--- src/ssdel_pkg.sv ---
// ----------------------------------------------------------------------------
// ssdel_pkg
// Types, codes and constants shared by the switch scan debouncer.
// ----------------------------------------------------------------------------
package ssdel_pkg;

    // Fixed field widths of the channels.
    localparam int SW_WIDTH     = 32;
    localparam int MODES_WIDTH  = 64;
    localparam int DEB_WIDTH    = 16;
    localparam int IDX_OUT_W    = 5;
    localparam int CMD_WIDTH    = 2;
    localparam int CFG_IDX_W    = 2;

    // Default configuration.
    localparam int                   NUM_INPUTS_DEF  = 32;
    localparam logic [DEB_WIDTH-1:0] DEFAULT_DEBOUNCE = 16'd50;

    // Commands carried by an input beat; code three is a no-op.
    typedef enum logic [CMD_WIDTH-1:0] {
        CMD_SCAN = 2'd0,
        CMD_INIT = 2'd1,
        CMD_ACK  = 2'd2
    } cmd_t;

    // Per-input mode field.
    typedef enum logic [1:0] {
        MODE_STATE  = 2'd0,
        MODE_RISE   = 2'd1,
        MODE_FALL   = 2'd2,
        MODE_IGNORE = 2'd3
    } mode_t;

    // Configuration register indexes.
    typedef enum logic [CFG_IDX_W-1:0] {
        CFG_MODES    = 2'd0,
        CFG_ENABLE   = 2'd1,
        CFG_DEBOUNCE = 2'd2
    } cfg_idx_t;

    // Per-input debounce phase, one-hot.
    typedef enum logic [4:0] {
        PH_IDLE  = 5'b00001,
        PH_LOW   = 5'b00010,
        PH_VHIGH = 5'b00100,
        PH_HIGH  = 5'b01000,
        PH_VLOW  = 5'b10000
    } phase_t;

    // Configuration registers as seen by the datapath.
    typedef struct packed {
        logic [MODES_WIDTH-1:0] input_modes;
        logic [SW_WIDTH-1:0]    enable_mask;
        logic [DEB_WIDTH-1:0]   debounce_us;
    } cfg_t;

    // One input item.
    typedef struct packed {
        logic [CMD_WIDTH-1:0] command;
        logic [SW_WIDTH-1:0]  pins;
        logic [SW_WIDTH-1:0]  now_us;
        logic [SW_WIDTH-1:0]  clear_mask;
    } item_t;

    // One result item.
    typedef struct packed {
        logic [SW_WIDTH-1:0]  valid_switch;
        logic [IDX_OUT_W-1:0] scanned_index;
        logic                 edge_latched;
    } res_t;

    // Mode field of input i.
    function automatic mode_t mode_of(logic [MODES_WIDTH-1:0] modes,
                                      logic [IDX_OUT_W-1:0] i);
        return mode_t'(modes[{i, 1'b0} +: 2]);
    endfunction

endpackage

--- src/ssdel_if.sv ---
// ----------------------------------------------------------------------------
// ssdel_if
// Valid/ready channel interfaces of the switch scan debouncer.
// ----------------------------------------------------------------------------

// Scan item channel.
interface ssdel_in_if;
    logic                               valid;
    logic                               ready;
    logic [ssdel_pkg::CMD_WIDTH-1:0]    command;
    logic [ssdel_pkg::SW_WIDTH-1:0]     pins;
    logic [ssdel_pkg::SW_WIDTH-1:0]     now_us;
    logic [ssdel_pkg::SW_WIDTH-1:0]     clear_mask;

    modport source (output valid, command, pins, now_us, clear_mask, input ready);
    modport sink   (input valid, command, pins, now_us, clear_mask, output ready);
endinterface

// Result channel.
interface ssdel_out_if;
    logic                               valid;
    logic                               ready;
    logic [ssdel_pkg::SW_WIDTH-1:0]     valid_switch;
    logic [ssdel_pkg::IDX_OUT_W-1:0]    scanned_index;
    logic                               edge_latched;

    modport source (output valid, valid_switch, scanned_index, edge_latched, input ready);
    modport sink   (input valid, valid_switch, scanned_index, edge_latched, output ready);
endinterface

// Configuration write channel.
interface ssdel_cfg_if;
    logic                               valid;
    logic                               ready;
    logic [ssdel_pkg::CFG_IDX_W-1:0]    index;
    logic [ssdel_pkg::MODES_WIDTH-1:0]  data;

    modport source (output valid, index, data, input ready);
    modport sink   (input valid, index, data, output ready);
endinterface

--- src/ssdel_cfg.sv ---
// ----------------------------------------------------------------------------
// ssdel_cfg
// Configuration register file: input modes, enable mask, debounce time.
// ----------------------------------------------------------------------------
module ssdel_cfg (
    input  logic                clk,
    input  logic                rst_n,
    ssdel_cfg_if.sink           cfg,
    output ssdel_pkg::cfg_t     cfg_regs
);

    ssdel_pkg::cfg_t cfg_reg;

    // Writes are always taken; ready is tied high.
    assign cfg.ready = 1'b1;

    // Register writes; an index beyond the list is dropped.
    always_ff @(posedge clk or negedge rst_n)
    begin
        if (!rst_n)
        begin
            cfg_reg.input_modes <= '0;
            cfg_reg.enable_mask <= '0;
            cfg_reg.debounce_us <= ssdel_pkg::DEFAULT_DEBOUNCE;
        end
        else if (cfg.valid)
        begin
            case (cfg.index)
                ssdel_pkg::CFG_MODES:
                    cfg_reg.input_modes <= cfg.data;
                ssdel_pkg::CFG_ENABLE:
                    cfg_reg.enable_mask <= cfg.data[ssdel_pkg::SW_WIDTH-1:0];
                ssdel_pkg::CFG_DEBOUNCE:
                    cfg_reg.debounce_us <= cfg.data[ssdel_pkg::DEB_WIDTH-1:0];
                default:
                    ;
            endcase
        end
    end

    assign cfg_regs = cfg_reg;

endmodule

--- src/ssdel_ptr_sel.sv ---
// ----------------------------------------------------------------------------
// ssdel_ptr_sel
// Round-robin pick of the next enabled input after the current one.
// ----------------------------------------------------------------------------
module ssdel_ptr_sel #(
    parameter  int NUM_INPUTS = ssdel_pkg::NUM_INPUTS_DEF,
    localparam int IDX_W      = $clog2(NUM_INPUTS)
) (
    input  logic [NUM_INPUTS-1:0] en,
    input  logic [IDX_W-1:0]      cur,
    output logic [IDX_W-1:0]      nxt
);

    logic [NUM_INPUTS-1:0] upper;
    logic [IDX_W-1:0]      first_up;
    logic [IDX_W-1:0]      first_any;

    // Lowest enabled input above the current one, else the lowest overall.
    always_comb
    begin
        first_up  = '0;
        first_any = '0;
        for (int i = 0; i < NUM_INPUTS; i++)
        begin
            upper[i] = en[i] && (IDX_W'(i) > cur);
        end
        for (int i = NUM_INPUTS - 1; i >= 0; i--)
        begin
            if (upper[i])
            begin
                first_up = IDX_W'(i);
            end
            if (en[i])
            begin
                first_any = IDX_W'(i);
            end
        end
        nxt = (upper != '0) ? first_up : first_any;
    end

endmodule

--- src/ssdel_engine.sv ---
// ----------------------------------------------------------------------------
// ssdel_engine
// Debounce state, scan pointer and latched word; computes one result per item.
// ----------------------------------------------------------------------------
module ssdel_engine #(
    parameter int NUM_INPUTS = ssdel_pkg::NUM_INPUTS_DEF
) (
    input  logic                clk,
    input  logic                rst_n,
    input  ssdel_pkg::cfg_t     cfg_regs,
    input  ssdel_pkg::item_t    item,
    input  logic                fire,
    output ssdel_pkg::res_t     res
);

    localparam int IDX_W = $clog2(NUM_INPUTS);
    localparam int W     = ssdel_pkg::SW_WIDTH;

    ssdel_pkg::phase_t     phase_reg  [NUM_INPUTS];
    ssdel_pkg::phase_t     phase_next [NUM_INPUTS];
    logic [W-1:0]          start_reg  [NUM_INPUTS];
    logic [IDX_W-1:0]      ptr_reg;
    logic [IDX_W-1:0]      ptr_next;
    logic [W-1:0]          latched_reg;
    logic [W-1:0]          latched_next;

    logic [W-1:0]                       present;
    logic [W-1:0]                       en;
    logic [W-1:0]                       pins_en;
    logic [W-1:0]                       state_m;
    logic [W-1:0]                       init_latch;
    ssdel_pkg::phase_t                  init_phase [NUM_INPUTS];
    logic [ssdel_pkg::IDX_OUT_W-1:0]    cur5;
    ssdel_pkg::mode_t                   cur_mode;
    logic                               cur_high;
    logic                               step_ok;
    logic                               held;
    logic                               scan_live;
    ssdel_pkg::phase_t                  ph_new;
    logic                               st_set;
    logic                               edge_hit;
    logic [W-1:0]                       stepped;

    // Present inputs, enabled inputs and state-mode inputs.
    always_comb
    begin
        for (int i = 0; i < W; i++)
        begin
            present[i] = (i < NUM_INPUTS);
            state_m[i] = present[i] && (ssdel_pkg::mode_of(cfg_regs.input_modes,
                         ssdel_pkg::IDX_OUT_W'(i)) == ssdel_pkg::MODE_STATE);
        end
        en      = cfg_regs.enable_mask & present;
        pins_en = item.pins & en;
    end

    // The input under the scan pointer.
    assign cur5      = ssdel_pkg::IDX_OUT_W'(ptr_reg);
    assign cur_mode  = ssdel_pkg::mode_of(cfg_regs.input_modes, cur5);
    assign cur_high  = pins_en[cur5];
    assign step_ok   = en[cur5] && (cur_mode == ssdel_pkg::MODE_RISE ||
                                    cur_mode == ssdel_pkg::MODE_FALL);
    assign held      = (item.now_us - start_reg[ptr_reg]) >= W'(cfg_regs.debounce_us);
    assign scan_live = (item.command == ssdel_pkg::CMD_SCAN) && (en != '0);

    // One step of the four-phase debounce machine for the scanned input.
    always_comb
    begin
        ph_new   = phase_reg[ptr_reg];
        st_set   = 1'b0;
        edge_hit = 1'b0;
        case (phase_reg[ptr_reg])
            ssdel_pkg::PH_LOW:
            begin
                if (cur_high)
                begin
                    ph_new = ssdel_pkg::PH_VHIGH;
                    st_set = 1'b1;
                end
            end
            ssdel_pkg::PH_VHIGH:
            begin
                if (!cur_high)
                begin
                    ph_new = ssdel_pkg::PH_LOW;
                end
                else if (held)
                begin
                    ph_new   = ssdel_pkg::PH_HIGH;
                    edge_hit = (cur_mode == ssdel_pkg::MODE_RISE);
                end
            end
            ssdel_pkg::PH_HIGH:
            begin
                if (!cur_high)
                begin
                    ph_new = ssdel_pkg::PH_VLOW;
                    st_set = 1'b1;
                end
            end
            ssdel_pkg::PH_VLOW:
            begin
                if (cur_high)
                begin
                    ph_new = ssdel_pkg::PH_HIGH;
                end
                else if (held)
                begin
                    ph_new   = ssdel_pkg::PH_LOW;
                    edge_hit = (cur_mode == ssdel_pkg::MODE_FALL);
                end
            end
            default:
                ;
        endcase
    end

    // Phases and latches that an init command derives from the pins.
    always_comb
    begin
        init_latch = '0;
        for (int i = 0; i < NUM_INPUTS; i++)
        begin
            init_phase[i] = phase_reg[i];
            case (ssdel_pkg::mode_of(cfg_regs.input_modes, ssdel_pkg::IDX_OUT_W'(i)))
                ssdel_pkg::MODE_STATE:
                    init_phase[i] = ssdel_pkg::PH_IDLE;
                ssdel_pkg::MODE_RISE:
                begin
                    init_phase[i] = pins_en[i] ? ssdel_pkg::PH_HIGH : ssdel_pkg::PH_LOW;
                    init_latch[i] = pins_en[i];
                end
                ssdel_pkg::MODE_FALL:
                begin
                    init_phase[i] = pins_en[i] ? ssdel_pkg::PH_HIGH : ssdel_pkg::PH_LOW;
                    init_latch[i] = !pins_en[i];
                end
                default:
                    ;
            endcase
        end
    end

    // Next scan pointer.
    ssdel_ptr_sel #(
        .NUM_INPUTS (NUM_INPUTS)
    ) u_ptr_sel (
        .en  (en[NUM_INPUTS-1:0]),
        .cur (ptr_reg),
        .nxt (ptr_next)
    );

    // Next phases and latched word for the command at hand.
    always_comb
    begin
        stepped      = latched_reg;
        stepped[cur5] = latched_reg[cur5] | (step_ok && edge_hit);
        latched_next = latched_reg;
        for (int i = 0; i < NUM_INPUTS; i++)
        begin
            phase_next[i] = phase_reg[i];
        end
        case (item.command)
            ssdel_pkg::CMD_SCAN:
            begin
                if (scan_live)
                begin
                    if (step_ok)
                    begin
                        phase_next[ptr_reg] = ph_new;
                    end
                    latched_next = (stepped & ~state_m) | (pins_en & state_m);
                end
            end
            ssdel_pkg::CMD_INIT:
            begin
                for (int i = 0; i < NUM_INPUTS; i++)
                begin
                    phase_next[i] = init_phase[i];
                end
                latched_next = init_latch | (pins_en & state_m);
            end
            ssdel_pkg::CMD_ACK:
                latched_next = latched_reg & ~item.clear_mask;
            default:
                ;
        endcase
    end

    // State update when the item moves into the result register.
    always_ff @(posedge clk or negedge rst_n)
    begin
        if (!rst_n)
        begin
            for (int i = 0; i < NUM_INPUTS; i++)
            begin
                phase_reg[i] <= ssdel_pkg::PH_IDLE;
                start_reg[i] <= '0;
            end
            ptr_reg     <= '0;
            latched_reg <= '0;
        end
        else if (fire)
        begin
            for (int i = 0; i < NUM_INPUTS; i++)
            begin
                phase_reg[i] <= phase_next[i];
            end
            latched_reg <= latched_next;
            if (scan_live)
            begin
                ptr_reg <= ptr_next;
            end
            if (scan_live && step_ok && st_set)
            begin
                start_reg[ptr_reg] <= item.now_us;
            end
        end
    end

    // Result fields.
    assign res.valid_switch  = latched_next;
    assign res.scanned_index = scan_live ? cur5 : '0;
    assign res.edge_latched  = scan_live && step_ok && edge_hit;

endmodule

--- src/switch_scan_debounce_edge_latch.sv ---
// ----------------------------------------------------------------------------
// switch_scan_debounce_edge_latch
// Round-robin switch debouncer with rise/fall edge latching.
// ----------------------------------------------------------------------------
//   Port    Direction  Beat carries
//   scan    sink       command, pins, now_us, clear_mask
//   result  source     valid_switch, scanned_index, edge_latched
//   cfg     sink       index, data (register write)
//
// A beat enters the input register and moves through the debounce step into the
// result register once that register is free; its result leaves from there.
// A new beat is accepted every cycle while the result side does not stall; the
// phase store, scan pointer and latched word are updated as each beat moves on.
// Reset clears all phases to idle, the pointer and the latched word.
// A stalled result holds the item in the input register; scan.ready drops
// only when both registers are full and result.ready is low.
// ----------------------------------------------------------------------------
module switch_scan_debounce_edge_latch #(
    parameter int NUM_INPUTS = ssdel_pkg::NUM_INPUTS_DEF
) (
    input  logic        clk,
    input  logic        rst_n,
    ssdel_in_if.sink    scan,
    ssdel_out_if.source result,
    ssdel_cfg_if.sink   cfg
);

    ssdel_pkg::cfg_t  cfg_regs;
    ssdel_pkg::item_t item_reg;
    ssdel_pkg::res_t  res_comb;
    ssdel_pkg::res_t  res_reg;
    logic             in_valid_reg;
    logic             out_valid_reg;
    logic             fire;
    logic             take;

    // Configuration registers.
    ssdel_cfg u_cfg (
        .clk      (clk),
        .rst_n    (rst_n),
        .cfg      (cfg),
        .cfg_regs (cfg_regs)
    );

    // Handshake: move the held item on whenever the result slot frees.
    assign fire       = in_valid_reg && (!out_valid_reg || result.ready);
    assign scan.ready = !in_valid_reg || fire;
    assign take       = scan.valid && scan.ready;

    // Input register.
    always_ff @(posedge clk or negedge rst_n)
    begin
        if (!rst_n)
        begin
            in_valid_reg <= 1'b0;
        end
        else if (take || fire)
        begin
            in_valid_reg <= take;
        end
    end

    always_ff @(posedge clk)
    begin
        if (take)
        begin
            item_reg.command    <= scan.command;
            item_reg.pins       <= scan.pins;
            item_reg.now_us     <= scan.now_us;
            item_reg.clear_mask <= scan.clear_mask;
        end
    end

    // Debounce step and state.
    ssdel_engine #(
        .NUM_INPUTS (NUM_INPUTS)
    ) u_engine (
        .clk      (clk),
        .rst_n    (rst_n),
        .cfg_regs (cfg_regs),
        .item     (item_reg),
        .fire     (fire),
        .res      (res_comb)
    );

    // Result register.
    always_ff @(posedge clk or negedge rst_n)
    begin
        if (!rst_n)
        begin
            out_valid_reg <= 1'b0;
        end
        else if (fire)
        begin
            out_valid_reg <= 1'b1;
        end
        else if (result.ready)
        begin
            out_valid_reg <= 1'b0;
        end
    end

    always_ff @(posedge clk)
    begin
        if (fire)
        begin
            res_reg <= res_comb;
        end
    end

    assign result.valid         = out_valid_reg;
    assign result.valid_switch  = res_reg.valid_switch;
    assign result.scanned_index = res_reg.scanned_index;
    assign result.edge_latched  = res_reg.edge_latched;

endmodule

--- src/flat_wrapper.sv ---
// flat-port wrapper written by rule: the top's interface ports become plain ports
module switch_scan_debounce_edge_latch_flat 
#(
    parameter int NUM_INPUTS = ssdel_pkg::NUM_INPUTS_DEF
)
  (clk, rst_n, scan_valid, scan_command, scan_pins, scan_now_us, scan_clear_mask, scan_ready, result_valid, result_valid_switch, result_scanned_index, result_edge_latched, result_ready, cfg_valid, cfg_index, cfg_data, cfg_ready);
  ssdel_in_if scan_i ();
  ssdel_out_if result_i ();
  ssdel_cfg_if cfg_i ();
  input  logic clk;
  input  logic rst_n;
  input wire logic [$bits(scan_i.valid)-1:0] scan_valid;
  input wire logic [$bits(scan_i.command)-1:0] scan_command;
  input wire logic [$bits(scan_i.pins)-1:0] scan_pins;
  input wire logic [$bits(scan_i.now_us)-1:0] scan_now_us;
  input wire logic [$bits(scan_i.clear_mask)-1:0] scan_clear_mask;
  output wire logic [$bits(scan_i.ready)-1:0] scan_ready;
  output wire logic [$bits(result_i.valid)-1:0] result_valid;
  output wire logic [$bits(result_i.valid_switch)-1:0] result_valid_switch;
  output wire logic [$bits(result_i.scanned_index)-1:0] result_scanned_index;
  output wire logic [$bits(result_i.edge_latched)-1:0] result_edge_latched;
  input wire logic [$bits(result_i.ready)-1:0] result_ready;
  input wire logic [$bits(cfg_i.valid)-1:0] cfg_valid;
  input wire logic [$bits(cfg_i.index)-1:0] cfg_index;
  input wire logic [$bits(cfg_i.data)-1:0] cfg_data;
  output wire logic [$bits(cfg_i.ready)-1:0] cfg_ready;
  assign scan_i.valid = scan_valid;
  assign scan_i.command = scan_command;
  assign scan_i.pins = scan_pins;
  assign scan_i.now_us = scan_now_us;
  assign scan_i.clear_mask = scan_clear_mask;
  assign scan_ready = scan_i.ready;
  assign result_valid = result_i.valid;
  assign result_valid_switch = result_i.valid_switch;
  assign result_scanned_index = result_i.scanned_index;
  assign result_edge_latched = result_i.edge_latched;
  assign result_i.ready = result_ready;
  assign cfg_i.valid = cfg_valid;
  assign cfg_i.index = cfg_index;
  assign cfg_i.data = cfg_data;
  assign cfg_ready = cfg_i.ready;
  switch_scan_debounce_edge_latch #(.NUM_INPUTS(NUM_INPUTS)) u_core (.clk(clk), .rst_n(rst_n), .scan(scan_i), .result(result_i), .cfg(cfg_i));
endmodule
--- config.mk ---
export PLATFORM = sky130hd
export DESIGN_NAME = switch_scan_debounce_edge_latch_flat
export DESIGN_NICKNAME = d
export VERILOG_FILES = /design/src/ssdel_pkg.sv /design/src/ssdel_if.sv /design/src/ssdel_cfg.sv /design/src/ssdel_ptr_sel.sv /design/src/ssdel_engine.sv /design/src/switch_scan_debounce_edge_latch.sv /design/src/flat_wrapper.sv
export SDC_FILE = /design/constraint.sdc
export NUM_CORES = 2
export LEC_CHECK = 0
export BUFFER_PORTS_ARGS = -buffer_cell sky130_fd_sc_hd__buf_2
export CAP_MARGIN = 25
export CORE_UTILIZATION = 60
export CTS_CLUSTER_DIAMETER = 120
export CTS_CLUSTER_SIZE = 16
export DETAILED_ROUTE_END_ITERATION = 16
export GPL_TIMING_DRIVEN = 0
export MAX_ROUTING_LAYER = met4
export PLACE_DENSITY = 0.77
export SETUP_SLACK_MARGIN = 0.2
export SYNTH_ARGS = -nofsm -noshare
export SYNTH_HDL_FRONTEND = slang
export SYNTH_SLANG_ARGS = --single-unit
--- constraint.sdc ---
create_clock -name clk -period 18.16 [get_ports clk]
set_input_delay 1.816 -clock clk [delete_from_list [all_inputs] [get_ports clk]]
set_output_delay 1.816 -clock clk [all_outputs]
set_load 0.02 [all_outputs]
==> results.cfg <==
[worst_setup_path]
critPathArrivalTime_ns = 13.03
path_common_cell = buf_8
r2r_slack_ns = 5.80
path_max_fanout = 10
crit_required_ns = 18.83
cp-end-kind = flop
worstSetupPathType = reg2reg
slowest_delay_ns = 0.77
startpoint_type = flop
worst_path_max_delay_cell = clkbuf_1

[cts]
insertion_delay_ns = 0.78
cts_buffer_depth = 3
cts_tree = yes
holdBufCountCts = 0
cts_sinks = 1471
root_buffer = clkbuf_16
path_clk_slew_ns = 0.09
cts_setup_buffers = 0
h-tree-depth = 3
numCtsBuffers = 101
cts_resized = 0

[detailed_routing]
vias_per_cell = 7.029
drt_iter0_markers = 7599
drc = 0
drt_first_pass_iters = 9
drt_wl_total_um = 278900
avgRoutedWirePerCell_um = 35.53
final_antenna_net_count = 0
vias = 55170

[power]
ir_drop_mv = 0.1096
p_per_area_nw_per_um2 = 118.6
finalPower_mw = 9.817
p_leak_nw = 39.30

[layout]
fill_cells = 9182
layout_common_cells = dfrtp_1 (1300), mux2_1 (659), mux2_2 (415), nand2_1 (392), mux4_2 (391)
layout_commonest_cell = dfrtp_1
final_layout_size_suffix_gt1_frac = 0.2360
ff_latch_area_um2 = 37530
final_nets = 6463
syn2layout_area_growth_pct = 9.422
multiInputGateArea_um2 = 34950
largest_reg_flops = 1024
final_core_util = 0.6651
stdcell_count = 7849

[sta]
finalHoldViolations = 0
setup_viol = 0
clock.fmax_ghz = 0.08091
finClkSkew_ns = 0.05012
slew_headroom = 0.1259
fin_setup_tns_ns = 0
min_period_ns = 12.36
tightest_slew_ns = 1.311
finalCritPeriodShare = 0.6806
slew_violations = 0
grt_setup_unrepaired = no

[global_route]
grt_pass1_wl_um = 394400
grt_pass1_vias = 54320
grt_max_degree = 175
gr-usage-all-layers = 0.4553
antenna_found_initial = 21
overflow = 0

[run_status]
outcome = complete, no violations

[logic_synthesis]
yosysTopAreaCell = dfrtp_1
ys_seq_area_frac = 0.4962
yosys_warnings = 0
async_reset_ff_frac = 0.9075
synth_top_area_share = 0.4301
ys_types = 99
syn_nets = 6094
synth_ff_type = dfrtp_1
syn_area_um2 = 75640
synth_edf_count = 136
syn_avg_cell_area_um2 = 13.17
synth_seq_cells = 1471
synthCells = 5745
synth.area.top_cells = dfrtp_1 (43%), mux4_2 (12%), mux2_1 (9.8%)

[job]
cap_violations = 0

[floorplanning]
die_area_um2 = 127500
die_h_um = 357.1
start_util = 0.6078
die_x_um = 357.1
ios = 210
fp-row-count = 129
core-area_um2 = 124400

[worst_hold_path]
hold_path_class = reg2reg

[placement]
placed_cells = 7630
place.gp.congestion = 1.119
hpwl_um = 202300
io_buffer_count = 208
-- Yosys cell counts, types with 98 or more instances --
| cell | instances |
|---|---|
| a21oi_1 | 296 |
| buf_6 | 98 |
| clkbuf_1 | 240 |
| dfrtp_1 | 1300 |
| edfxtp_1 | 136 |
| ha_1 | 179 |
| inv_1 | 145 |
| mux2_1 | 659 |
| mux2_2 | 415 |
| mux4_2 | 391 |
| nand2_1 | 392 |
| nand3_1 | 115 |
| nor2_1 | 195 |
| o21ai_0 | 353 |
-- routing by layer --
metal | share of wire | global-route usage
met1 | 0.37 | 0.5736
met2 | 0.43 | 0.6360
met3 | 0.12 | 0.1560
met4 | 0.075 | 0.2736
met5 | 0 | -
-- cell type report --
type,count,share of cell area
flip-flops and latches,1471,0.4535
multi-input cells,3677,0.4222
clock buffers,164,0.03416
plain buffers,447,0.03152
repair buffers,266,0.02500
well taps,1637,0.02475
inverters,150,0.006803
clock inverters,4,0.001028
diodes,33,0.0009977
-- final timing paths --
path	start	endpoint	cells past startpoint
max	u_core.u_engine.cur5[1]	u_core.u_engine.phase_reg[99]	35
min	u_core.u_engine.start_reg[951]	u_core.u_engine.start_reg[951]	1
max reg2reg	u_core.u_engine.cur5[1]	u_core.u_engine.phase_reg[99]	35
min reg2reg	u_core.u_engine.start_reg[951]	u_core.u_engine.start_reg[951]	1
max in group asynchronous	rst_n	u_core.u_engine.start_reg[774]	4
min in group asynchronous	rst_n	u_core.u_engine.start_reg[505]	1
-- report_power, final --
part	switching (mW)	internal [mW]	total (mW)
Sequential	0.257	3.59	3.85
Clock	1.18	1.07	2.25
Combinational	2.53	1.19	3.72
-- metrics by stage --
step	hold WS [ns]	area [um2]	setup slack, ns
after floorplan	0.4446	75640	10.30
final	0.4822	82770	5.800
after detailed placement	0.4651	79530	6.306
after global placement	0.4554	78730	-13.75
after global routing	0.4895	82740	5.900
after CTS	0.4831	82450	6.357
-- kinds of logic after synthesis --
kind of cell / after synthesis / synth area share
buf+inv: 597 / 0.04185
flops: 1471 / 0.4962
xor+xnor: 23 / 0.002663
simple gates: 934 / 0.06132
compound gates: 1003 / 0.08173
mux: 1536 / 0.2863
other cells: 1 / 0.00004958
fa+ha+maj: 180 / 0.02987
-- critical path: cells and delay by family, from the launching register on --
kind	cells	cell delay, ns
AO/OA/AOI/OAI	9	2.76
XOR/XNOR	1	0.14
adder cells (fa/ha/maj)	3	0.96
buffers and inverters	11	4.18
flip-flops	1	0.59
multiplexers	3	1.33
AND/OR/NAND/NOR	8	2.23
(Power assumes the default switching activity.)
